## src/rtl/sfd_pkg.sv

```systemverilog
package sfd_pkg;

   // Framing bytes
   localparam logic [7:0]  FLAG_BEGIN = 8'h7E;
   localparam logic [7:0]  FLAG_ESC   = 8'h7D;
   localparam logic [7:0]  ESC_XOR    = 8'h20;
   // Reflected CRC-16 polynomial (table entries 0xC0C1 ... 0x4040)
   localparam logic [15:0] CRC_POLY   = 16'hA001;

   // Configuration register indexes
   localparam logic CSR_LOCAL_ADDR = 1'b0;
   localparam logic CSR_MAX_LEN    = 1'b1;
   localparam logic [15:0] MAX_LEN_RESET = 16'd4096;

   // Result event codes
   typedef enum logic [1:0] {
      EV_DATA    = 2'd0,
      EV_GOOD    = 2'd1,
      EV_CRC_ERR = 2'd2,
      EV_LEN_ERR = 2'd3
   } event_type;

   // Deframer phase, one-hot
   typedef enum logic [7:0] {
      PH_IDLE    = 8'b0000_0001,
      PH_SRC     = 8'b0000_0010,
      PH_DST     = 8'b0000_0100,
      PH_LEN_LO  = 8'b0000_1000,
      PH_LEN_HI  = 8'b0001_0000,
      PH_PAYLOAD = 8'b0010_0000,
      PH_CRC_LO  = 8'b0100_0000,
      PH_CRC_HI  = 8'b1000_0000
   } phase_type;

   // One result beat
   typedef struct packed {
      logic [15:0] frame_length;
      logic [7:0]  source_address;
      logic [7:0]  data_byte;
      event_type   event_res;
   } result_type;

   localparam int RESULT_W = $bits(result_type);
   localparam int RSP_DATA_W = ((RESULT_W + 7) / 8) * 8;

   // Byte-wide reflected CRC-16 update, eight bit steps
   function automatic logic [15:0] crc16_byte(input logic [15:0] crc, input logic [7:0] b);
      logic [15:0] c;
      c = crc ^ {8'h00, b};
      for (int k = 0; k < 8; k++) begin
         c = c[0] ? ((c >> 1) ^ CRC_POLY) : (c >> 1);
      end
      return c;
   endfunction

endpackage

```

## src/rtl/sfd_parser.sv

```systemverilog
module sfd_parser (
   input  logic                clock,
   input  logic                reset,
   input  logic                beat_valid,
   input  logic [7:0]          raw_byte,
   input  logic [7:0]          local_address,
   input  logic [15:0]         max_payload_length,
   output logic                res_valid,
   output sfd_pkg::result_type res
);
   import sfd_pkg::*;

   phase_type   phase_ff, phase_in;
   logic        esc_ff, esc_in;
   logic [7:0]  src_ff, src_in;
   logic [15:0] len_ff, len_in;
   logic [15:0] pos_ff, pos_in;
   logic [15:0] crc_ff, crc_in;
   logic [7:0]  crc_lo_ff, crc_lo_in;

   logic        have_oct;
   logic [7:0]  oct;
   logic [15:0] len_full;
   logic [15:0] pos_next;
   logic [15:0] rx_crc;

   // Unescape: decide whether this byte carries a frame octet
   always_comb begin
      have_oct = 1'b0;
      oct      = raw_byte;
      if (phase_ff != PH_IDLE) begin
         if (esc_ff) begin
            have_oct = (raw_byte != FLAG_BEGIN);
            oct      = raw_byte ^ ESC_XOR;
         end else begin
            have_oct = (raw_byte != FLAG_ESC) && (raw_byte != FLAG_BEGIN);
         end
      end
   end

   assign len_full = {oct, len_ff[7:0]};
   assign pos_next = pos_ff + 16'd1;
   assign rx_crc   = {oct, crc_lo_ff};

   // Next state and result
   always_comb begin
      phase_in  = phase_ff;
      esc_in    = esc_ff;
      src_in    = src_ff;
      len_in    = len_ff;
      pos_in    = pos_ff;
      crc_in    = crc_ff;
      crc_lo_in = crc_lo_ff;
      res_valid = 1'b0;
      res.event_res      = EV_DATA;
      res.data_byte      = 8'h00;
      res.source_address = src_ff;
      res.frame_length   = len_ff;

      if (beat_valid) begin
         if (phase_ff == PH_IDLE) begin
            esc_in = 1'b0;
            if (raw_byte == FLAG_BEGIN) phase_in = PH_SRC;
         end else if (!have_oct) begin
            // escape byte, or a begin flag (plain or escaped) restarting the frame
            if (!esc_ff && raw_byte == FLAG_ESC) begin
               esc_in = 1'b1;
            end else begin
               esc_in   = 1'b0;
               phase_in = PH_SRC;
            end
         end else begin
            esc_in = 1'b0;
            case (phase_ff)
               PH_SRC: begin
                  src_in   = oct;
                  phase_in = PH_DST;
               end
               PH_DST: begin
                  phase_in = (oct == local_address) ? PH_LEN_LO : PH_IDLE;
               end
               PH_LEN_LO: begin
                  len_in   = {8'h00, oct};
                  phase_in = PH_LEN_HI;
               end
               PH_LEN_HI: begin
                  len_in = len_full;
                  pos_in = 16'd0;
                  crc_in = 16'd0;
                  res.frame_length = len_full;
                  if (len_full > max_payload_length) begin
                     phase_in      = PH_IDLE;
                     res_valid     = 1'b1;
                     res.event_res = EV_LEN_ERR;
                  end else begin
                     phase_in = (len_full == 16'd0) ? PH_CRC_LO : PH_PAYLOAD;
                  end
               end
               PH_PAYLOAD: begin
                  crc_in = crc16_byte(crc_ff, oct);
                  pos_in = pos_next;
                  if (pos_next >= len_ff) phase_in = PH_CRC_LO;
                  res_valid     = 1'b1;
                  res.event_res = EV_DATA;
                  res.data_byte = oct;
               end
               PH_CRC_LO: begin
                  crc_lo_in = oct;
                  phase_in  = PH_CRC_HI;
               end
               PH_CRC_HI: begin
                  phase_in      = PH_IDLE;
                  res_valid     = 1'b1;
                  res.event_res = (rx_crc == crc_ff) ? EV_GOOD : EV_CRC_ERR;
               end
               default: begin
                  phase_in = PH_IDLE;
               end
            endcase
         end
      end
   end

   // Frame state registers
   always_ff @(posedge clock) begin
      if (reset) begin
         phase_ff  <= PH_IDLE;
         esc_ff    <= 1'b0;
         src_ff    <= 8'h00;
         len_ff    <= 16'd0;
         pos_ff    <= 16'd0;
         crc_ff    <= 16'd0;
         crc_lo_ff <= 8'h00;
      end else begin
         phase_ff  <= phase_in;
         esc_ff    <= esc_in;
         src_ff    <= src_in;
         len_ff    <= len_in;
         pos_ff    <= pos_in;
         crc_ff    <= crc_in;
         crc_lo_ff <= crc_lo_in;
      end
   end

endmodule

```

## src/rtl/sfd_out_buf.sv

```systemverilog
module sfd_out_buf (
   input  logic                clock,
   input  logic                reset,
   input  logic                in_valid,
   input  sfd_pkg::result_type in_res,
   output logic                in_ready,
   output logic                out_valid,
   input  logic                out_ready,
   output sfd_pkg::result_type out_res,
   output logic                skid_valid
);
   import sfd_pkg::*;

   logic       out_valid_ff, out_valid_in;
   logic       skid_valid_ff, skid_valid_in;
   result_type out_res_ff, out_res_in;
   result_type skid_res_ff, skid_res_in;
   logic       out_free;

   assign out_free = !out_valid_ff || out_ready;
   assign in_ready = !skid_valid_ff;

   // Output register with one skid entry behind it
   always_comb begin
      out_valid_in  = out_valid_ff;
      out_res_in    = out_res_ff;
      skid_valid_in = skid_valid_ff;
      skid_res_in   = skid_res_ff;
      if (out_free) begin
         if (skid_valid_ff) begin
            out_valid_in  = 1'b1;
            out_res_in    = skid_res_ff;
            skid_valid_in = in_valid;
            skid_res_in   = in_res;
         end else begin
            out_valid_in = in_valid;
            out_res_in   = in_res;
         end
      end else if (in_valid) begin
         skid_valid_in = 1'b1;
         skid_res_in   = in_res;
      end
   end

   always_ff @(posedge clock) begin
      if (reset) begin
         out_valid_ff  <= 1'b0;
         skid_valid_ff <= 1'b0;
      end else begin
         out_valid_ff  <= out_valid_in;
         skid_valid_ff <= skid_valid_in;
      end
   end

   always_ff @(posedge clock) begin
      out_res_ff  <= out_res_in;
      skid_res_ff <= skid_res_in;
   end

   assign out_valid  = out_valid_ff;
   assign out_res    = out_res_ff;
   assign skid_valid = skid_valid_ff;

endmodule

```

## src/rtl/serial_frame_deframer_crc16_top.sv

```systemverilog
// Channel | Direction | Fields (lowest bit first)
// req     | in        | tdata: raw_byte[7:0]
// rsp     | out       | tdata: event_res[1:0], data_byte[9:2], source_address[17:10],
//         |           |        frame_length[33:18], zero fill [39:34]
// csr     | in        | csr_addr 0 local_address, 1 max_payload_length; csr_wdata 16 bits
//
// One serial byte per cycle while req_tready is high: the unescape, phase update and
// byte-wide CRC step run from the frame state registers into the result register.
// A result is registered in the output buffer before it appears on rsp.
// Reset is synchronous; it clears the phase, the escape flag and both buffer slots.
// A skid entry behind the result register keeps req_tready high for one
// more beat while rsp is stalled; req_tready drops only when both are full.
module serial_frame_deframer_crc16_top (
   input  logic        clock,
   input  logic        reset,
   input  logic        req_tvalid,
   output logic        req_tready,
   input  logic [7:0]  req_tdata,   // raw_byte[7:0]
   output logic        rsp_tvalid,
   input  logic        rsp_tready,
   output logic [39:0] rsp_tdata,   // event_res, data_byte, source_address, frame_length
   input  logic        csr_wen,
   input  logic        csr_addr,
   input  logic [15:0] csr_wdata
);
   import sfd_pkg::*;

   logic [7:0]  local_addr_ff;
   logic [15:0] max_len_ff;
   logic        beat;
   logic        res_valid;
   result_type  res;
   result_type  out_res;
   logic        skid_valid;

   // Configuration registers
   always_ff @(posedge clock) begin
      if (reset) begin
         local_addr_ff <= 8'h00;
         max_len_ff    <= MAX_LEN_RESET;
      end else if (csr_wen) begin
         case (csr_addr)
            CSR_LOCAL_ADDR: local_addr_ff <= csr_wdata[7:0];
            CSR_MAX_LEN:    max_len_ff    <= csr_wdata;
            default:        ;
         endcase
      end
   end

   assign beat = req_tvalid && req_tready;

   sfd_parser u_parser (
      .clock              (clock),
      .reset              (reset),
      .beat_valid         (beat),
      .raw_byte           (req_tdata),
      .local_address      (local_addr_ff),
      .max_payload_length (max_len_ff),
      .res_valid          (res_valid),
      .res                (res)
   );

   sfd_out_buf u_out_buf (
      .clock      (clock),
      .reset      (reset),
      .in_valid   (res_valid),
      .in_res     (res),
      .in_ready   (req_tready),
      .out_valid  (rsp_tvalid),
      .out_ready  (rsp_tready),
      .out_res    (out_res),
      .skid_valid (skid_valid)
   );

   assign rsp_tdata = {{(RSP_DATA_W - RESULT_W){1'b0}}, out_res};

`ifndef SYNTHESIS
   // The skid entry only fills behind a held result
   a_skid_behind_out: assert property (@(posedge clock) disable iff (reset)
      skid_valid |-> rsp_tvalid)
      else $error("skid entry valid with empty output register");

   // Input stalls only when both slots hold results
   a_stall_only_full: assert property (@(posedge clock) disable iff (reset)
      !req_tready |-> (rsp_tvalid && !rsp_tready) || skid_valid)
      else $error("input stalled without a pending result");

   // Non-payload results carry a zero data byte
   a_data_zero: assert property (@(posedge clock) disable iff (reset)
      (rsp_tvalid && rsp_tdata[1:0] != EV_DATA) |-> rsp_tdata[9:2] == 8'h00)
      else $error("report beat with nonzero data byte");

   // A stalled result with a beat arriving lands in the skid entry
   a_skid_fill: assert property (@(posedge clock) disable iff (reset)
      (rsp_tvalid && !rsp_tready && res_valid && beat) |=> skid_valid)
      else $error("result lost under output stall");
`endif

endmodule
```

## config.mk

```make
export PLATFORM = sky130hd
export DESIGN_NAME = serial_frame_deframer_crc16_top
export DESIGN_NICKNAME = d
export VERILOG_FILES = /design/src/rtl/sfd_pkg.sv /design/src/rtl/sfd_parser.sv /design/src/rtl/sfd_out_buf.sv /design/src/rtl/serial_frame_deframer_crc16_top.sv
export SDC_FILE = /design/constraint.sdc
export NUM_CORES = 1
export LEC_CHECK = 0
export BUFFER_PORTS_ARGS = -buffer_cell sky130_fd_sc_hd__clkbuf_2
export CAP_MARGIN = 20
export CORE_MARGIN = 3
export CORE_UTILIZATION = 36
export CTS_CLUSTER_DIAMETER = 40
export CTS_CLUSTER_SIZE = 10
export DETAILED_ROUTE_END_ITERATION = 6
export REMOVE_ABC_BUFFERS = 1
export SKIP_CTS_REPAIR_TIMING = 1
export SYNTH_ARGS = -nofsm -noshare
export SYNTH_HDL_FRONTEND = slang
export SYNTH_HIERARCHICAL = 1
export SYNTH_SLANG_ARGS = --single-unit
```

## constraint.sdc

```tcl
create_clock -name clock -period 5.6 [get_ports clock]
set_input_delay 0 -clock clock [delete_from_list [all_inputs] [get_ports clock]]
set_output_delay 0 -clock clock [all_outputs]
set_load 0.01 [all_outputs]
```

### Word level (Yosys, flattened, before mapping)

Index checks and enable logic that the tools add are counted.

| storage, ports and cells | value |
|---|---|
| register bits after elaboration | 167 |
| output and inout port bits | 42 |
| input port bits | 30 |
| word-level logic and storage cells | 127 |

| operators by class | value |
|---|---|
| eq/ne operators | 19 |
| $add $sub $neg | 1 |
| order comparisons | 2 |
| reductions and logical operators | 21 |
| bitwise gates (word level) | 13 |
| muxes and demuxes | 51 |

Operators by type and width:

| operator | count |
|---|---|
| 16-bit 2-to-1 mux | 12 |
| 34-bit 2-to-1 mux | 4 |
| 16-bit one-hot mux with 2 select lines | 3 |
| 8-bit 2-to-1 mux | 7 |
| 8-bit one-hot mux with 6 select lines | 1 |
| 10-bit 2-to-1 mux | 3 |
| 8-bit by 7-bit == test with 1-bit output (second input constant) | 3 |
| 2-bit inverter with 3-bit output | 8 |
| 4-bit AND reduction | 5 |
| 16-bit by 1-bit adder with 16-bit output (second input constant) | 1 |
| 16-bit == test | 1 |
| 16-bit >= comparator | 1 |
| 16-bit > comparator | 1 |
| 16-bit logical NOT | 1 |
| 8-bit by 7-bit != test with 1-bit output (second input constant) | 2 |
| 16-bit by 8-bit XOR with 16-bit output | 1 |
| 1-bit 2-to-1 mux | 13 |
| 6-bit 2-to-1 mux | 2 |
| 8-bit by 1-bit == test with 1-bit output (second input constant) | 1 |
| 8-bit by 2-bit == test with 1-bit output (second input constant) | 1 |
| 8-bit by 3-bit == test with 1-bit output (second input constant) | 1 |
| 8-bit by 4-bit == test with 1-bit output (second input constant) | 1 |
| 8-bit by 5-bit == test with 1-bit output (second input constant) | 1 |
| 8-bit by 6-bit == test with 1-bit output (second input constant) | 1 |
| 20 further kinds | 32 |

### Depth between registers and ports, before layout

Gate-level depths: netlist of run 1.

| logic depth | value |
|---|---|
| depth in word-level cells | 21 |
| depth in mapped cells | 16 |

### Cells and area by module

The synthesis of run 1 kept the hierarchy.

By module, submodules not included:

| module | seq. area each (um^2) | times used | cells an instance | area an instance (um^2) |
|---|---|---|---|---|
| sfd_parser | 1461.4 | 1 | 586 | 4774.6 |
| sfd_out_buf | 2082.0 | 1 | 118 | 2608.8 |
| serial_frame_deframer_crc16_top | 480.5 | 1 | 108 | 1124.8 |

### Least setup slack after synthesis of run 1

OpenSTA, ideal clock, no wires.

| timing path | value |
|---|---|
| path type | reg-to-reg |
| start | reg u_parser.phase_ff[4] |
| end | reg u_out_buf/skid_res_ff[0] (netlist bit) (enable) |
| library setup time | 0.430 ns |
| arrival | 3.694 ns |
| slack | 1.476 ns |
| required time | 5.170 ns |
| path buffers | 1 |
| cell stages (with the launch flop) | 12 |
| cells stage by stage | dfxtp_1 buf_6 or4_4 o41ai_4 xor2_2 xnor2_1 or4_4 o221ai_2 o41ai_4 o32ai_1 nand2_1 o21ai_1 |

| on the way | value |
|---|---|
| longest elaborated chain between the ends | 10 |

RTL lines:

| element | RTL line | RTL |
|---|---|---|
| start: declaration | sfd_parser.sv:13 | `phase_type phase_ff, phase_in;` |
| start signal: assignment | sfd_parser.sv:135 | `phase_ff <= phase_in;` |
| 8-bit by 1-bit != test with 1-bit output | sfd_parser.sv:31 | `if (phase_ff != PH_IDLE) begin` |
| 6-bit 2-to-1 mux | sfd_parser.sv:31 |  |
| 16-bit > comparator | sfd_parser.sv:91 | `if (len_full > max_payload_length) begin` |
| 1-bit 2-to-1 mux | sfd_parser.sv:91 |  |
| 1-bit one-hot mux with 2 select lines | sfd_parser.sv:74 | `case (phase_ff)` |
| 1-bit 2-to-1 mux | sfd_parser.sv:64 | `end else if (!have_oct) begin` |
| 1-bit 2-to-1 mux * | sfd_parser.sv:61 | `if (phase_ff == PH_IDLE) begin` |
| 1-bit 2-to-1 mux * | sfd_parser.sv:60 | `if (beat_valid) begin` |
| named net res_valid | serial_frame_deframer_crc16_top.sv:31 | `logic res_valid;` |
| 2-bit nonzero test (no source line) * | -- |  |
| 2-bit AND reduction (no source line) * | -- |  |
| end signal: assignment | sfd_out_buf.sv:57 | `skid_res_ff <= skid_res_in;` |
| end: declaration | sfd_out_buf.sv:17 | `result_type skid_res_ff, skid_res_in;` |

Mark *: on every way through the listed nets, which the timed path passes. The rest lies on a longest branch.
A chain may end at the register's enable or synchronous reset.

### Worst setup path in the final report of run 1

| timing path | value |
|---|---|
| start | reg u_parser.phase_ff[1] |
| end | reg u_out_buf/skid_res_ff[28] (netlist bit) (enable) |

The elaborated chain is that of the path after synthesis.

==> results of run 1 <==
-- registers in the layout, indices dropped and copies added (netlist names) --
name / cells
local_addr_ff: 8
u_parser/esc_ff: 1
u_out_buf/out_valid: 1
u_parser/crc_ff: 16
u_parser/src_ff: 8
u_parser/phase_ff: 8
u_out_buf/out_res: 34
u_parser/crc_lo_ff: 8
u_parser/len_ff: 16
u_parser/pos_ff: 16
max_len_ff: 16
u_out_buf/skid_res_ff: 34
u_out_buf/skid_valid: 1
-- cells in the mapped netlist (4+ instances only) --
cell / instances / area, um2
sky130_fd_sc_hd__inv_1: 40 / 150.1
sky130_fd_sc_hd__edfxtp_1: 68 / 2042
sky130_fd_sc_hd__dfxtp_1: 99 / 1982
sky130_fd_sc_hd__and2_1: 10 / 62.56
sky130_fd_sc_hd__xor2_1: 32 / 280.3
sky130_fd_sc_hd__nand3b_1: 7 / 52.55
sky130_fd_sc_hd__nand4_1: 10 / 62.56
sky130_fd_sc_hd__nor2b_1: 4 / 25.02
sky130_fd_sc_hd__a211oi_1: 8 / 60.06
sky130_fd_sc_hd__nor2_1: 73 / 274.0
sky130_fd_sc_hd__ha_1: 32 / 400.4
sky130_fd_sc_hd__a32oi_1: 11 / 96.34
sky130_fd_sc_hd__a21oi_1: 44 / 220.2
sky130_fd_sc_hd__nor3b_1: 5 / 37.54
sky130_fd_sc_hd__mux2_2: 19 / 214.0
sky130_fd_sc_hd__a21o_1: 6 / 45.04
sky130_fd_sc_hd__nand2_1: 41 / 153.9
sky130_fd_sc_hd__nor3_1: 7 / 35.03
sky130_fd_sc_hd__a21bo_2: 4 / 40.04
sky130_fd_sc_hd__mux2_4: 16 / 240.2
sky130_fd_sc_hd__and3_1: 6 / 37.54
sky130_fd_sc_hd__nand2b_1: 27 / 168.9
sky130_fd_sc_hd__a22oi_1: 9 / 67.56
sky130_fd_sc_hd__nor4_1: 8 / 50.05
sky130_fd_sc_hd__xnor2_1: 32 / 280.3
sky130_fd_sc_hd__nand3_1: 22 / 110.1
sky130_fd_sc_hd__buf_4: 14 / 105.1
sky130_fd_sc_hd__buf_6: 10 / 112.6
sky130_fd_sc_hd__o21ai_0: 23 / 115.1
sky130_fd_sc_hd__clkbuf_1: 33 / 123.9
sky130_fd_sc_hd__mux2i_1: 39 / 390.4
-- layout by cell type (no fill, tap or decap), types with 7 or more instances in the layout --
cell	count
sky130_fd_sc_hd__nand2_1	41
sky130_fd_sc_hd__dlygate4sd3_1	18
sky130_fd_sc_hd__buf_4	8
sky130_fd_sc_hd__nor2_1	73
sky130_fd_sc_hd__nor4_1	8
sky130_fd_sc_hd__nand3b_1	7
sky130_fd_sc_hd__xor2_1	32
sky130_fd_sc_hd__clkbuf_16	17
sky130_fd_sc_hd__edfxtp_1	68
sky130_fd_sc_hd__nand4_1	10
sky130_fd_sc_hd__a22oi_1	9
sky130_fd_sc_hd__inv_1	40
sky130_fd_sc_hd__o21ai_0	23
sky130_fd_sc_hd__nor3_1	7
sky130_fd_sc_hd__mux2_4	16
sky130_fd_sc_hd__ha_1	32
sky130_fd_sc_hd__xnor2_1	32
sky130_fd_sc_hd__dfxtp_1	98
sky130_fd_sc_hd__nand2b_1	27
sky130_fd_sc_hd__a21oi_1	44
sky130_fd_sc_hd__clkbuf_2	64
sky130_fd_sc_hd__mux2i_1	39
sky130_fd_sc_hd__a32oi_1	11
sky130_fd_sc_hd__a211oi_1	8
sky130_fd_sc_hd__and2_1	10
sky130_fd_sc_hd__mux2_2	19
sky130_fd_sc_hd__nand3_1	22
-- metrics by stage --
step / setup WS (ns) / instances / cell area, um2 / hold WS [ns] / utilization (%)
finish: 1.442 / 1190 / 9747 / 0.1052 / 42.53
global route: 1.222 / 1190 / 9747 / 0.1289 / 42.53
CTS: 1.405 / 1171 / 9539 / -0.2245 / 41.63
detailed placement: 1.421 / 1139 / 8949 / 0.2424 / 39.05
global placement: 1.538 / 1139 / 8949 / 0.2365 / 39.05
floorplan: 1.237 / 754 / 8159 / 0.06907 / -
-- routing by layer --
layer | vias to the layer above | part of all wire [%] | GRT usage (%)
li1 | 2954 | - | -
met1 | 2827 | 49 | 21.88
met2 | 193 | 44 | 23.07
met3 | 16 | 5.7 | 3.372
met4 | 0 | 0.91 | 4.536
met5 | - | 0 | 0
-- power groups by stage --
stage	sequential, uW	clock (uW)	combinational [uW]
global placement	1300	0	146
floorplan	1300	0	85.9
finish	1270	1160	158
CTS	1270	1190	148
global route	1270	1240	173
detailed placement	1300	0	147
-- final cells by class --
| cell class | instances | area share [%] |
|---|---|---|
| Clock inverter | 14 | 1.553 |
| Inverter | 40 | 1.540 |
| Tap cell | 313 | 4.018 |
| Timing Repair Buffer | 91 | 6.033 |
| Sequential cell | 167 | 41.30 |
| Clock buffer | 18 | 4.506 |
| Multi-Input combinational cell | 547 | 41.05 |
-- worst max-delay path, cell delays in order, from the launching register on --
cell	delay (ns)
sky130_fd_sc_hd__dfxtp_1	0.36
sky130_fd_sc_hd__or4_4	0.60
sky130_fd_sc_hd__o41ai_4	0.27
sky130_fd_sc_hd__xor2_2	0.67
sky130_fd_sc_hd__xnor2_1	0.12
sky130_fd_sc_hd__or4_4	0.47
sky130_fd_sc_hd__o221ai_2	0.24
sky130_fd_sc_hd__o41ai_4	0.16
sky130_fd_sc_hd__o32ai_1	0.30
sky130_fd_sc_hd__nand2_1	0.18
sky130_fd_sc_hd__o21ai_4	0.25
sky130_fd_sc_hd__buf_16	0.24
-- worst paths after layout --
check	from	to	slack (ns)	cells past startpoint
min	csr_wen	max_len_ff[10]$_SDFFE_PP0P_	0.11	3
max	u_parser/phase_ff[1]$_SDFFE_PP0P_	u_out_buf/skid_res_ff[28]$_DFFE_PP_	1.44	11
min reg2reg	u_parser/len_ff[9]$_SDFFE_PP0P_	u_parser/len_ff[9]$_SDFFE_PP0P_	0.46	2
max reg2reg	u_parser/phase_ff[1]$_SDFFE_PP0P_	u_out_buf/skid_res_ff[28]$_DFFE_PP_	1.44	11
-- kinds of logic after synthesis --
family | synth area share [%]
DFF | 47.29
muxes | 9.926
xor gates and xnor gates | 6.779
buffers and inverters | 6.088
and+or+nand+nor | 14.62
AOI/OAI and AO/OA | 10.43
other | 0.04408
adders and majority gates | 4.823
==> results.md, run 1 <==
- The number of antenna violations at the first check in global routing is 0.
- The worst-case vdd ir drop is 0.0001948 V.
- The number of buffers added by the clock tree synthesis step is 17.
- Counting I/O delays and the setup requirement, the final critical path takes 4.158 ns.
- The required time reported for the critical path endpoint is 5.74 ns.
- The first global-routing pass estimated 30,770 um of wire.
- After synthesis, the mean cell area works out to 10.48 um2.
- The run finished with clean final reports.
- The via count of the first global-routing pass was 5,592.
- For the worst-skew pair, the clock arrives at the later sink with an insertion delay of 0.44 ns.
- For this configuration, the core starts out at a cell density of 37.13%.
- STA classifies the critical path endpoint as a register.
- The data arrival time of the critical path is 4.30 ns.
- The design draws 2592 uW.
- The final worst clock skew is 0.01073 ns.
- The via density per instance is 5.034.
- The signed area change from the synthesized netlist to the final layout is 14.56%.
- The total negative setup slack is 0 ns.
- The synthesized netlist cell count is 812.
- The CTS tree is built.
- Static timing analysis puts the maximum clock frequency at 0.2405 GHz.
- The boundary pin count is 72.
- The number of synthesized flops with an enable pin is 68.
- The antenna diode count is 0.
- Measured against its own limit, the worst slew margin works out to 31.62%.
- The fill cell instance count of the final layout is 2,173.
- The clock group share of total power is 44.9%.
- Entering global routing, the biggest net connects 76 pins.
- The final hold violation count is 0.
- The worst setup path category is reg2reg.
- For this block, the routed nets add up to 19,540 um of wire.
- The share of the yosys chip area belonging to registers is 47.29%.
- The distinct cell type count of the synthesized netlist is 65.
- Row generation in the floorplan step produced 55 rows.
- In this run the clock root is driven by a sky130_fd_sc_hd__clkbuf_16.
- Clock-pin slew was measured on the worst setup and hold paths at 0.07 ns.
- The total overflow left after global routing is 0.
- At the pin with the least slew margin, the transition time is 1.026 ns.
- In this run the power spent charging and discharging nets is 656.1 uW.
- In this run the remaining antenna-violating nets after routing total 0.
- The deepest level of the CTS H-tree is 4.
- The switching portion of total power is 25.31%.
- The quantity of I/O buffers inserted on ports is 65.
- At the end of routability-driven placement, the weighted congestion stood at 0.8842.
- Before antenna repair, the detailed router went through 5 iterations.
- Dividing total power by cell area gives a power density of 266.0 mW/mm2.
- The cell-internal power is 1936 uW.
- The die span in x is 159.7 um.
- The area of the die is 0.02551 mm2.
- The synthesized design contains 167 register bits.
- The count of final setup violators is 0.
- The sequential share of power is 49.0%.
- For this run, the leading register cell type out of synthesis is sky130_fd_sc_hd__dfxtp_1.
- The total area of sequential cells is 0.004025 mm2.
- The total routing usage reported by global routing is 15.26%.
- The async set-or-reset flop fraction in the synthesized netlist is 0%.
- The worst path uses 74.25% of the clock period.
- In the final layout, the multi-input gates occupy 0.004001 mm2.
- In this run the worst path has a maximum fanout of 23.
- The netlist area before placement is 0.008508 mm2.
- After detailed routing, the number of remaining DRC violations is 0.
- The number of warnings issued by yosys is 6.
- Setup repair after global routing left no endpoint under its margin.
- The core region is 0.02292 mm2.
- The tightest min-delay check is of the in2reg type.
- Once detailed placement completed, the half-perimeter wirelength came to 12,850 um.
- The average detailed-routed wire length per instance is 16.42 um.
- The count of max-cap constraint violations is 0.
- The layout cell share with drive strength beyond 1 is 18.36%.
- The max-slew violation count is 0.
- Of the total power, combinational logic draws 6.1%.
- In this run the deepest clock path goes through 2 buffers.
- The initial detailed-routing violation count is 434.
- The tree built by TritonCTS fans out to 167 sinks.
- In this run the static leakage power is 0.003896 uW.
- The overall via count from detail_route is 5,990.
- STA classifies the critical path startpoint as a register.
- The number of nets at the end of the flow is 926.
- The die span in y is 159.7 um.
(Power assumes the default switching activity.)
==> run 2: changes to the inputs <==
==> constraint.sdc (replaced) <==
create_clock -name clock -period 3.9 [get_ports clock]
set_input_delay 0 -clock clock [delete_from_list [all_inputs] [get_ports clock]]
set_output_delay 0 -clock clock [all_outputs]
set_load 0.01 [all_outputs]
==> run 2 against run 1 <==
Compared with the run above: critical path depth is the same; via count shrank 0.57%; register-to-register slack lost 1.1 ns; total power grew 49%; flip-flop and latch count is the same; wire length shrank 1.1%; count of clock-buffer cells in the layout is the same; core utilization grew 0.67 points.
==> results.md, run 2 (synthesized netlist as in run 1, its figures left out) <==
- The via count of the first global-routing pass is 5,640.
- The H-tree was split into 4 levels.
- VDD sags by at most 0.0002826 V.
- The signed area change from the synthesized netlist to the final layout is 16.35%.
- On the worst path, the slowest cell contributes a delay of 0.61 ns.
- The met2 wire length is 8464 um.
- The transition time at the pin with the least slew margin is 0.7941 ns.
- The number of antenna violations at the first check in global routing is 0.
- The count of final setup violators is 0.
- In the layout the commonest cells are sky130_fd_sc_hd__dfxtp_1 (98), sky130_fd_sc_hd__nor2_1 (73), sky130_fd_sc_hd__edfxtp_1 (68).
- Power spread over the standard cell area amounts to 390.7 mW/mm2.
- The largest net degree at the start of global routing is 80.
- TritonCTS built the clock tree.
- The HPWL after detailed placement is 13,180 um.
- Once routing completed, OpenROAD measured the worst setup slack at 0.3847 ns.
- The total routing usage reported by global routing is 15.29%.
- During placement, the flow inserted port buffers numbering 65.
- The layout cell share with drive strength beyond 1 is 19.64%.
- The antenna violation net count after detailed routing is 0.
- The die span in y is 159.7 um.
- The required time reported for the critical path endpoint is 4.04 ns.
- The worst setup path is launched from a register.
- The startpoint identified for the worst hold timing path is csr_addr.
- For this configuration, the core starts out at a cell density of 37.13%.
- The met1 layer wirelength in the final routing is 9743 um.
- Across the routed clock network, the largest skew measured is 0.009816 ns.
- The worst setup path category is reg2reg.
- The cell with the largest stage delay on the worst path is sky130_fd_sc_hd__or4_4.
- In this run the cell area measured after placement is 0.009094 mm2.
- The destination of the worst register-to-register timing path is u_out_buf/skid_res_ff[6]$_DFFE_PP_.
- The worst setup path is captured at a register.
- The tree is rooted in a sky130_fd_sc_hd__clkbuf_16.
- Clock-pin slew was measured on the worst setup and hold paths at 0.07 ns.
- The net count of the finished layout is 940.
- The repair_antennas step left the layout with diodes totalling 0.
- In the routed design, unresolved DRC markers number 0.
- Dividing the detail-routed via count by the number of cells gives 4.947.
- Before CTS, the worst setup slack after placement is 0.4434 ns.
- The number of buffers added by the clock tree synthesis step is 17.
- Once layout is done, the placed cells without fillers occupy 0.009899 mm2.
- The worst path in the final design needs a cycle of 3.515 ns, including I/O delays and setup.
- Summed over all cells, the static leakage comes to 0.003980 uW.
- Measured in cells, the most critical reg-to-reg path has a length of 11.
- The count of cell instances traversed by the critical path is 11.
- Before antenna repair, the detailed router went through 5 iterations.
- The endpoint with the worst hold slack is max_len_ff[10]$_SDFFE_PP0P_.
- After detailed routing, the average wire length per cell comes to 16.06 um.
- For this run, the number of standard cells in the final layout without fillers is 1,204.
- At the end of routability-driven placement, the weighted congestion stood at 0.9018.
- The maximum clock frequency is 0.2845 GHz.
- Setup total negative slack on the finished layout was measured at 0 ns.
- The sum of buffers and inverters on the critical path is 1.
- The routed layout has 5,956 vias.
- The run finished with clean final reports.
- The initial detailed-routing violation count is 359.
- In this run the register-to-register setup slack is 0.38 ns.
- The worst pin sits at a relative slew slack of 47.06%.
- The final hold violation count came to 0.
- The kind of cell with the highest combined delay along the critical path is simple AND/OR/NAND/NOR gates.
- Of the available clock period, the critical path in the final layout requires 90.14%.
- The maximum root-to-sink buffer count is 2.
- The first global-routing pass estimated 30,900 um of wire.
- The library cell used most frequently in the layout, excluding fill and tap cells, is sky130_fd_sc_hd__dfxtp_1.
- Setup repair after global routing left no endpoint under its margin.
- The max-slew violation count is 0.
- The signal on the critical path passes through or4_4 > o41ai_4 > xor2_2 > xnor2_1 > or4_4 > o221ai_2 > o41ai_4 > o32ai_1 > nand2_1 > o21ai_4 > buf_12.
- Counting every sink on the clock net gives 167.
- The boundary pin count is 72.
- Wire segments on met3 add up to 862 um in the final route.
- The number of standard-cell rows in the floorplan is 55.
- The worst min-delay path category is in2reg.
- The area of the core is 0.02292 mm2.
- The count of placed standard cells including taps is 1,155.
- Max-cap violations in this run came to 0.
- The highest layer touched by signal routing is met4.
- Global routing finished with a remaining overflow of 0.
- Measured along the x axis, the die boundary spans 159.7 um.
- Along the worst hold path, the cell count comes to 3.
- Wires add up to 19,330 um.
- The area of the die is 0.02551 mm2.
- The startpoint of the most critical register-to-register path is u_parser/phase_ff[1]$_SDFFE_PP0P_.
- The highest net fanout along the worst path is 19.
- The clock latency of the later-clocked register in the worst-skew pair is 0.44 ns.
- STA puts the critical path data arrival time at 3.66 ns.
[run 2: how the worst max path moves through the flow]
stage,slack (ns),to,start
2_1_floorplan,-0.46,u_out_buf/skid_res_ff[0]$_DFFE_PP_,u_parser/phase_ff[1]$_SDFFE_PP0P_
4_1_cts,0.43,u_out_buf/skid_res_ff[17]$_DFFE_PP_,u_parser/phase_ff[1]$_SDFFE_PP0P_
3_3_place_gp,0.53,u_parser/phase_ff[6]$_SDFFE_PP0P_,u_parser/pos_ff[2]$_SDFFE_PP0P_
5_1_grt,0.20,u_parser/phase_ff[3]$_SDFFE_PP0P_,u_parser/pos_ff[2]$_SDFFE_PP0P_
3_5_place_dp,0.44,u_out_buf/skid_res_ff[20]$_DFFE_PP_,u_parser/phase_ff[1]$_SDFFE_PP0P_
6_report,0.38,u_out_buf/skid_res_ff[6]$_DFFE_PP_,u_parser/phase_ff[1]$_SDFFE_PP0P_
[run 2: layout make-up]
class / instances / area (um2)
multi-input combinational: 547 / 4001
fill: 2223 / 13020
timing repair buffer: 105 / 695.7
inverter: 40 / 150.1
clock buffer: 18 / 429.2
tap: 313 / 391.6
clock inverter: 14 / 206.4
sequential: 167 / 4025
[run 2: routing by layer]
metal / GRT usage (%) / vias up
met5: 0 / -
met4: 4.417 / 0
met3: 3.528 / 17
met2: 22.93 / 132
met1: 22.04 / 2828
li1: - / 2979
[run 2: power breakdown]
group | internal [uW] | switching, uW | total, uW
Sequential | 1810 | 8.60 | 1820
Combinational | 96.4 | 133 | 230
Clock | 1040 | 776 | 1820
Total | 2950 | 917 | 3870
[run 2: tightest hold or removal path, cell delays in order]
cell                       delay [ns]
sky130_fd_sc_hd__clkbuf_2        0.26
sky130_fd_sc_hd__nand3_1         0.17
sky130_fd_sc_hd__a21oi_1         0.05
[run 2: through the flow]
| step | utilization, % | power (uW) | hold slack (ns) |
|---|---|---|---|
| after detailed placement | 39.68 | 2079 | 0.2437 |
| final | 43.20 | 3867 | 0.09585 |
| after CTS | 42.46 | 3888 | -0.2169 |
| after global routing | 43.20 | 3998 | 0.1109 |
| after floorplan | - | 1983 | 0.06907 |
| after global placement | 39.68 | 2078 | 0.2369 |
